===== src/rtl/cfp_pkg.sv =====
`timescale 1ns / 1ps
// ----------------------------------------------------------------------------
// cfp_pkg
// shared types and constants of the coordinate frame parser
// ----------------------------------------------------------------------------
package cfp_pkg;

  localparam int unsigned CfgAddrW = 4;

  localparam logic [CfgAddrW-1:0] CfgStartByte  = 4'd0;
  localparam logic [CfgAddrW-1:0] CfgTargetTag  = 4'd1;
  localparam logic [CfgAddrW-1:0] CfgStopByte   = 4'd2;
  localparam logic [CfgAddrW-1:0] CfgCoordLimit = 4'd3;

  localparam logic [7:0] RstStartByte  = 8'd64;
  localparam logic [7:0] RstTargetTag  = 8'd84;
  localparam logic [7:0] RstStopByte   = 8'd88;
  localparam logic [7:0] RstCoordLimit = 8'd95;

  // frame lengths in bytes
  localparam logic [2:0] CamLen = 3'd6;
  localparam logic [2:0] TgtLen = 3'd7;

  localparam logic KindCamera = 1'b0;
  localparam logic KindTarget = 1'b1;

  typedef enum logic [1:0] {
    StOk       = 2'd0,
    StFraming  = 2'd1,
    StChecksum = 2'd2,
    StRange    = 2'd3
  } status_e;

  typedef struct packed {
    logic [7:0] start_byte;
    logic [7:0] target_tag;
    logic [7:0] stop_byte;
    logic [7:0] coord_limit;
  } cfg_t;

  typedef struct packed {
    logic       frame_kind;
    status_e    status;
    logic [7:0] x_raw;
    logic [7:0] y_raw;
  } res_t;

endpackage


===== src/rtl/cfp_cfg_regs.sv =====
`timescale 1ns / 1ps
`default_nettype none
// ----------------------------------------------------------------------------
// cfp_cfg_regs
// configuration register file, written through its own valid/ready channel
// ----------------------------------------------------------------------------
module cfp_cfg_regs (
  input  wire logic                         clk_i,
  input  wire logic                         rst_ni,
  input  wire logic                         cfg_valid_i,
  output      logic                         cfg_ready_o,
  input  wire logic [cfp_pkg::CfgAddrW-1:0] cfg_addr_i,
  input  wire logic [7:0]                   cfg_data_i,
  output      cfp_pkg::cfg_t                cfg_o
);

  cfp_pkg::cfg_t cfg_q, cfg_d;

  assign cfg_ready_o = 1'b1;

  always_comb begin
    cfg_d = cfg_q;
    if (cfg_valid_i) begin
      case (cfg_addr_i)
        cfp_pkg::CfgStartByte:  cfg_d.start_byte  = cfg_data_i;
        cfp_pkg::CfgTargetTag:  cfg_d.target_tag  = cfg_data_i;
        cfp_pkg::CfgStopByte:   cfg_d.stop_byte   = cfg_data_i;
        cfp_pkg::CfgCoordLimit: cfg_d.coord_limit = cfg_data_i;
        default: ;
      endcase
    end
  end

  always_ff @(posedge clk_i or negedge rst_ni) begin
    if (!rst_ni) begin
      cfg_q.start_byte  <= cfp_pkg::RstStartByte;
      cfg_q.target_tag  <= cfp_pkg::RstTargetTag;
      cfg_q.stop_byte   <= cfp_pkg::RstStopByte;
      cfg_q.coord_limit <= cfp_pkg::RstCoordLimit;
    end else begin
      cfg_q <= cfg_d;
    end
  end

  assign cfg_o = cfg_q;

endmodule
`default_nettype wire


===== src/rtl/cfp_assembler.sv =====
`timescale 1ns / 1ps
`default_nettype none
// ----------------------------------------------------------------------------
// cfp_assembler
// fill counters, frame stores and the check of a completed frame
// ----------------------------------------------------------------------------
module cfp_assembler (
  input  wire logic          clk_i,
  input  wire logic          rst_ni,
  input  wire logic          step_i,
  input  wire logic [7:0]    byte_i,
  input  wire cfp_pkg::cfg_t cfg_i,
  output      logic          res_valid_o,
  output      cfp_pkg::res_t res_o
);

  logic [2:0] cam_fill_q, cam_fill_d;
  logic [2:0] tgt_fill_q, tgt_fill_d;
  logic [7:0] cam_q [5];
  logic [7:0] cam_d [5];
  logic [7:0] tgt_q [7];
  logic [7:0] tgt_d [7];
  logic       cam_done, tgt_done;
  logic [2:0] cam_inc, tgt_inc;

  function automatic logic in_range(logic [7:0] v, logic [7:0] lim);
    logic [8:0] ext;
    logic [8:0] mag;
    ext = {v[7], v};
    mag = v[7] ? (9'd0 - ext) : ext;
    return mag <= {1'b0, lim};
  endfunction

  assign cam_inc = cam_fill_q + 3'd1;
  assign tgt_inc = tgt_fill_q + 3'd1;

  always_comb begin
    cam_fill_d = cam_fill_q;
    tgt_fill_d = tgt_fill_q;
    cam_d      = cam_q;
    tgt_d      = tgt_q;
    cam_done   = 1'b0;
    tgt_done   = 1'b0;
    if (step_i) begin
      if (byte_i == cfg_i.start_byte) begin
        cam_d[0]   = byte_i;
        tgt_d[0]   = byte_i;
        cam_fill_d = 3'd1;
        tgt_fill_d = 3'd1;
      end else if (cam_fill_q == 3'd0 && tgt_fill_q == 3'd0) begin
        // idle, byte dropped
      end else if ((cam_fill_q == 3'd1 || tgt_fill_q == 3'd1)
                   && byte_i == cfg_i.target_tag) begin
        cam_fill_d = 3'd0;
        if (tgt_fill_q < cfp_pkg::TgtLen) begin
          tgt_d[tgt_fill_q] = byte_i;
          tgt_fill_d        = tgt_inc;
        end
      end else if (tgt_fill_q > 3'd1) begin
        if (tgt_fill_q < cfp_pkg::TgtLen) begin
          tgt_d[tgt_fill_q] = byte_i;
        end
        if (tgt_fill_q == cfp_pkg::TgtLen || tgt_inc == cfp_pkg::TgtLen) begin
          tgt_done   = 1'b1;
          tgt_fill_d = 3'd0;
        end else begin
          tgt_fill_d = tgt_inc;
        end
      end else begin
        // last camera byte is used at once and never stored
        if (cam_fill_q < cfp_pkg::CamLen - 3'd1) begin
          cam_d[cam_fill_q] = byte_i;
        end
        if (cam_inc == cfp_pkg::CamLen) begin
          cam_done   = 1'b1;
          cam_fill_d = 3'd0;
        end else begin
          cam_fill_d = cam_inc;
        end
      end
    end
  end

  logic [10:0] cam_sum, tgt_sum;
  logic        cam_frm_ok, tgt_frm_ok;
  logic        cam_sum_ok, tgt_sum_ok;
  logic        cam_rng_ok, tgt_rng_ok;

  assign cam_sum = 11'(cam_d[0]) + 11'(cam_d[1]) + 11'(cam_d[2]) + 11'(cam_d[3]);
  assign tgt_sum = 11'(tgt_d[0]) + 11'(tgt_d[1]) + 11'(tgt_d[2]) + 11'(tgt_d[3])
                 + 11'(tgt_d[4]);

  assign cam_frm_ok = cam_d[0] == cfg_i.start_byte && cam_d[3] == cfg_i.stop_byte;
  assign tgt_frm_ok = tgt_d[0] == cfg_i.start_byte && tgt_d[1] == cfg_i.target_tag
                   && tgt_d[4] == cfg_i.stop_byte;
  assign cam_sum_ok = {5'd0, cam_sum} == {byte_i, cam_d[4]};
  assign tgt_sum_ok = {5'd0, tgt_sum} == {tgt_d[6], tgt_d[5]};
  assign cam_rng_ok = in_range(cam_d[1], cfg_i.coord_limit)
                   && in_range(cam_d[2], cfg_i.coord_limit);
  assign tgt_rng_ok = in_range(tgt_d[2], cfg_i.coord_limit)
                   && in_range(tgt_d[3], cfg_i.coord_limit);

  always_comb begin
    res_o = '0;
    if (tgt_done) begin
      res_o.frame_kind = cfp_pkg::KindTarget;
      res_o.x_raw      = tgt_d[2];
      res_o.y_raw      = tgt_d[3];
      if (!tgt_frm_ok)      res_o.status = cfp_pkg::StFraming;
      else if (!tgt_sum_ok) res_o.status = cfp_pkg::StChecksum;
      else if (!tgt_rng_ok) res_o.status = cfp_pkg::StRange;
      else                  res_o.status = cfp_pkg::StOk;
    end else begin
      res_o.frame_kind = cfp_pkg::KindCamera;
      res_o.x_raw      = cam_d[1];
      res_o.y_raw      = cam_d[2];
      if (!cam_frm_ok)      res_o.status = cfp_pkg::StFraming;
      else if (!cam_sum_ok) res_o.status = cfp_pkg::StChecksum;
      else if (!cam_rng_ok) res_o.status = cfp_pkg::StRange;
      else                  res_o.status = cfp_pkg::StOk;
    end
  end

  assign res_valid_o = cam_done || tgt_done;

  always_ff @(posedge clk_i or negedge rst_ni) begin
    if (!rst_ni) begin
      cam_fill_q <= 3'd0;
      tgt_fill_q <= 3'd0;
      cam_q      <= '{default: 8'd0};
      tgt_q      <= '{default: 8'd0};
    end else begin
      cam_fill_q <= cam_fill_d;
      tgt_fill_q <= tgt_fill_d;
      cam_q      <= cam_d;
      tgt_q      <= tgt_d;
    end
  end

endmodule
`default_nettype wire


===== src/rtl/coordinate_frame_parser.sv =====
`timescale 1ns / 1ps
`default_nettype none
// ----------------------------------------------------------------------------
// coordinate_frame_parser
// assembles camera and target coordinate frames from a received byte stream
// ----------------------------------------------------------------------------
// slave stream: one received byte per beat in s_axis_tdata_i
// master stream: one beat per completed frame; tuser holds the frame kind,
//   tdata holds status, x and y
// config channel: cfg_addr_i selects start byte, target tag, stop byte or
//   coordinate limit; always ready, write only while the stream is idle
// a byte is registered on acceptance and processed once the result register
//   is free; the result of a frame's last byte passes the input register and
//   then the result register before it is on the master side
// throughput is one byte per cycle while the master side does not stall, set by
// the single processing stage between the input register and the result register
// if the master side stalls with a result held, the processing stage waits
//   and the input register fills, then tready drops; nothing is lost
// reset clears both fill counters and frame stores, empties both registers
//   and loads the default configuration
// ----------------------------------------------------------------------------
module coordinate_frame_parser (
  input  wire logic                         clk_i,
  input  wire logic                         rst_ni,
  input  wire logic                         s_axis_tvalid_i,
  output      logic                         s_axis_tready_o,
  input  wire logic [7:0]                   s_axis_tdata_i,  // rx_byte
  output      logic                         m_axis_tvalid_o,
  input  wire logic                         m_axis_tready_i,
  output      logic [23:0]                  m_axis_tdata_o,  // status, x_raw, y_raw, pad
  output      logic                         m_axis_tuser_o,  // frame_kind
  input  wire logic                         cfg_valid_i,
  output      logic                         cfg_ready_o,
  input  wire logic [cfp_pkg::CfgAddrW-1:0] cfg_addr_i,
  input  wire logic [7:0]                   cfg_data_i
);

  cfp_pkg::cfg_t cfg;
  cfp_pkg::res_t res;
  logic          res_valid;

  logic          in_valid_q, in_valid_d;
  logic [7:0]    rx_q;
  logic          out_valid_q, out_valid_d;
  cfp_pkg::res_t out_q;
  logic          out_free, advance;

  cfp_cfg_regs u_cfg (
    .clk_i       (clk_i),
    .rst_ni      (rst_ni),
    .cfg_valid_i (cfg_valid_i),
    .cfg_ready_o (cfg_ready_o),
    .cfg_addr_i  (cfg_addr_i),
    .cfg_data_i  (cfg_data_i),
    .cfg_o       (cfg)
  );

  cfp_assembler u_asm (
    .clk_i       (clk_i),
    .rst_ni      (rst_ni),
    .step_i      (advance),
    .byte_i      (rx_q),
    .cfg_i       (cfg),
    .res_valid_o (res_valid),
    .res_o       (res)
  );

  assign out_free        = !out_valid_q || m_axis_tready_i;
  assign advance         = in_valid_q && out_free;
  assign s_axis_tready_o = !in_valid_q || advance;

  always_comb begin
    in_valid_d = in_valid_q;
    if (s_axis_tvalid_i && s_axis_tready_o) begin
      in_valid_d = 1'b1;
    end else if (advance) begin
      in_valid_d = 1'b0;
    end
    out_valid_d = out_valid_q;
    if (advance && res_valid) begin
      out_valid_d = 1'b1;
    end else if (m_axis_tready_i) begin
      out_valid_d = 1'b0;
    end
  end

  always_ff @(posedge clk_i or negedge rst_ni) begin
    if (!rst_ni) begin
      in_valid_q  <= 1'b0;
      out_valid_q <= 1'b0;
    end else begin
      in_valid_q  <= in_valid_d;
      out_valid_q <= out_valid_d;
    end
  end

  always_ff @(posedge clk_i) begin
    if (s_axis_tvalid_i && s_axis_tready_o) begin
      rx_q <= s_axis_tdata_i;
    end
    if (advance && res_valid) begin
      out_q <= res;
    end
  end

  assign m_axis_tvalid_o = out_valid_q;
  assign m_axis_tuser_o  = out_q.frame_kind;
  assign m_axis_tdata_o  = {6'd0, out_q.y_raw, out_q.x_raw, out_q.status};

  a_stall_blocks_input : assert property (@(posedge clk_i) disable iff (!rst_ni)
    in_valid_q && out_valid_q && !m_axis_tready_i |-> !s_axis_tready_o)
    else $error("input accepted while processing stage is blocked");

  a_result_from_byte : assert property (@(posedge clk_i) disable iff (!rst_ni)
    out_valid_q && !$past(out_valid_q) |-> $past(in_valid_q))
    else $error("result appeared without a processed beat");

  a_held_byte_kept : assert property (@(posedge clk_i) disable iff (!rst_ni)
    in_valid_q && !advance |=> in_valid_q && $stable(rx_q))
    else $error("waiting beat lost or changed");

endmodule
`default_nettype wire


===== config.mk =====
export PLATFORM = sky130hd
export DESIGN_NAME = coordinate_frame_parser
export DESIGN_NICKNAME = d
export VERILOG_FILES = /design/src/rtl/cfp_pkg.sv /design/src/rtl/cfp_cfg_regs.sv /design/src/rtl/cfp_assembler.sv /design/src/rtl/coordinate_frame_parser.sv
export SDC_FILE = /design/constraint.sdc
export NUM_CORES = 1
export LEC_CHECK = 0
export BUFFER_PORTS_ARGS = -buffer_cell sky130_fd_sc_hd__buf_4
export CORE_UTILIZATION = 48
export CTS_CLUSTER_DIAMETER = 80
export DETAILED_ROUTE_END_ITERATION = 6
export PLACE_DENSITY = 0.66
export SLEW_MARGIN = 20
export SYNTH_ARGS = -nofsm -noshare
export SYNTH_HDL_FRONTEND = slang
export SYNTH_SLANG_ARGS = --single-unit

===== constraint.sdc =====
create_clock -name clk_i -period 11.2 [get_ports clk_i]
set_input_delay 0.56 -clock clk_i [delete_from_list [all_inputs] [get_ports clk_i]]
set_output_delay 0.56 -clock clk_i [all_outputs]
set_load 0.05 [all_outputs]

==> run metrics <==
First DRT Iteration DRCs=559; final hold slack=0.156 ns; sequential share of the synthesized area=37.9%; kind of cell adding the most delay to the critical path=compound AO/OA/AOI/OAI gates; Yosys warnings=0; area of the core=0.0227 mm²; Ant. Diodes=0; gp weighted congestion=0.915; CTS tree=yes; share of the synthesized area in the top cell type=27.6%; total CTS buffers=17; FP Rows=55; io pins=53; Max Slew Vio Count=0; RR Startpoint=u_asm.tgt_fill_q[1]; Hold-fix buffers, CTS=0; DP Cell Count=1,395; Cell Count, Final, Fillers Out=1,427; DRT Pass-1 Iters=5; reg2reg setup slack=3.58 ns; crit start category=flop; Critical Path AT=7.80 ns; FMAX=131 MHz; synthesized area per cell=10.3 µm²; count of final setup violators=0; Clock Sinks=163; Rel. slew slack=33.9%; clock-pin slew on the worst setup and hold paths=0.07 ns; layout cells sized above 1=18.4%; final setup TNS=0 ns; crit end category=flop; asr flop ratio synth=83.4%; total grt overflow=0; first-pass GRT wire length=49,400 µm; Cell Area, Synth=0.0112 mm²; DRC=0; kind of critical path=flop to flop; Clk Latency, worst-skew pair=0.43 ns; RSZ-0062 raised after global routing=false; Post-synth top flop=dfrtp_1; Final min period=7.62 ns; Least-Margin Pin Slew=0.965 ns; most frequent cell after synthesis=dfrtp_1; CTS root buf=clkbuf_16; Crit path buffers/inverters=3; Routed Antenna Nets=0; largest net degree at the start of global routing=75; Final Hold Vio Count=0; initial antenna violation count=0; Die W=155 µm; CP max stage cell=nor2_2; critical-path maximum fanout=11; WL per Instance=22.3 µm; reg-to-reg endpoint=m_axis_tdata_o[1]; post-layout util=54.3%; Mapped Cells=1,088; Max clock buf depth=2; Setup Skew=0.00983 ns; reg2reg path depth=27; total number of vias=8,412; Global Route Usage Sum=28.0%; CP peak stage delay=0.61 ns; PostCTS Resize Cnt=0; area added between synthesis and finish=10.4%; largest cells by area after synthesis=dfrtp_1 (28%), ha_1 (8.4%), edfxtp_1 (7.3%); maxcap violations=0; top cells by count, synth=dfrtp_1 (123), inv_1 (86), ha_1 (75); average vias per placed instance=5.89; wirelength, routed=31,800 µm; Post-CTS Setup Repair Bufs=0; status=finished clean; post-detail-place hpwl=24,300 µm; HP Class=primary input to asynchronous set/reset pin; I/O Buffers=45; H-tree depth=4; die area=0.0239 mm²; nets@finish=1,257; Post-synth EDFFs=27; area leader, netlist=dfrtp_1; vias in the first global route=8,409; synth unique cells=85; FF+latch count, synth=163; CP required=11.38 ns; Die Span Y=155 µm; Initial Util=49.2%; period utilization=68.0%
-- layer usage --
| metal | wire length (µm) | GRT usage, % | vias up | share of wire (%) |
|---|---|---|---|---|
| met5 | 0 | 0 | - | 0 |
| met4 | 1060 | 11.1 | 0 | 3.3 |
| met3 | 1760 | 4.68 | 59 | 5.5 |
| met2 | 14900 | 43.9 | 293 | 47 |
| met1 | 14100 | 38.8 | 4160 | 44 |
| li1 | - | - | 3900 | - |
-- state kept, by name, summed over array words and instances (netlist names) --
name,flops
in_valid_q,1
m_axis_tdata_o,18
m_axis_tuser_o,1
m_axis_tvalid_o,1
rx_q,8
u_asm.cam_fill_q,3
u_asm.cam_q,40
u_asm.tgt_fill_q,3
u_asm.tgt_q,56
u_cfg.cfg_o,32
-- area by class of cell --
type | instances | area, µm²
fillers | 2052 | 10400
clock buffers | 19 | 433
well taps | 285 | 357
clock inverters | 13 | 134
multi-input cells | 788 | 6350
repair buffers | 61 | 462
flip-flops and latches | 163 | 4230
inverters | 98 | 368
-- stage by stage --
step | setup WS (ns) | area (µm²)
2_1_floorplan | 4.65 | 11200
3_3_place_gp | 3.83 | 11800
3_5_place_dp | 3.67 | 11800
4_1_cts | 3.64 | 12300
5_1_grt | 2.90 | 12300
6_report | 3.58 | 12300
-- worst reg2reg max path: stages (launching register included) --
cell       delay (ns)
dfrtp_1          0.57
inv_1            0.21
ha_1             0.23
nor2b_1          0.13
o21ai_1          0.19
or3_1            0.36
nand2_1          0.19
nor2_2           0.61
mux2i_1          0.41
inv_1            0.19
fa_1             0.53
ha_1             0.18
inv_1            0.06
fa_1             0.39
nor2b_1          0.12
o21ai_0          0.10
a21boi_0         0.35
a21oi_1          0.10
ha_1             0.36
and3_1           0.21
a221oi_1         0.36
nor2b_1          0.21
xor2_1           0.23
a2bb2oi_1        0.19
nand4b_1         0.14
a2111oi_0        0.50
a21o_1           0.20
o21ai_1          0.05
-- cell usage in the layout, fill, tap and decap left out, types with 43 or more instances in the layout --
cell,netlist,routed
buf_4,15,60
a21oi_1,57,57
dfrtp_1,123,123
nor2_1,64,64
ha_1,75,75
inv_1,86,86
o21ai_0,43,43
xnor2_1,60,60
nand2_1,58,58
mux2_2,68,68
-- worst max path at each step --
| stage | from | endpoint | slack (ns) | cells past startpoint |
|---|---|---|---|---|
| after floorplan | u_asm.tgt_fill_q[1] | m_axis_tdata_o[1] | 4.65 | 28 |
| after global placement | u_asm.tgt_fill_q[0] | m_axis_tdata_o[1] | 3.83 | 26 |
| after detailed placement | u_asm.tgt_fill_q[1] | m_axis_tdata_o[1] | 3.67 | 27 |
| after CTS | u_asm.tgt_fill_q[1] | m_axis_tdata_o[1] | 3.64 | 27 |
| after global routing | u_asm.tgt_fill_q[1] | m_axis_tdata_o[1] | 2.90 | 27 |
| final | u_asm.tgt_fill_q[1] | m_axis_tdata_o[1] | 3.58 | 27 |
-- cells by family after synthesis --
logic type	synth area share, %
compound gates	11.8
xor+xnor	7.43
fa+ha+maj	13.4
buf+inv	5.61
flops	37.9
mux	10.8
other cells	0.0672
simple gates	13.0
Power is left out: the tool's default activity adds up to more than one toggle a clock period on the data nets, which glitch-free logic cannot reach.
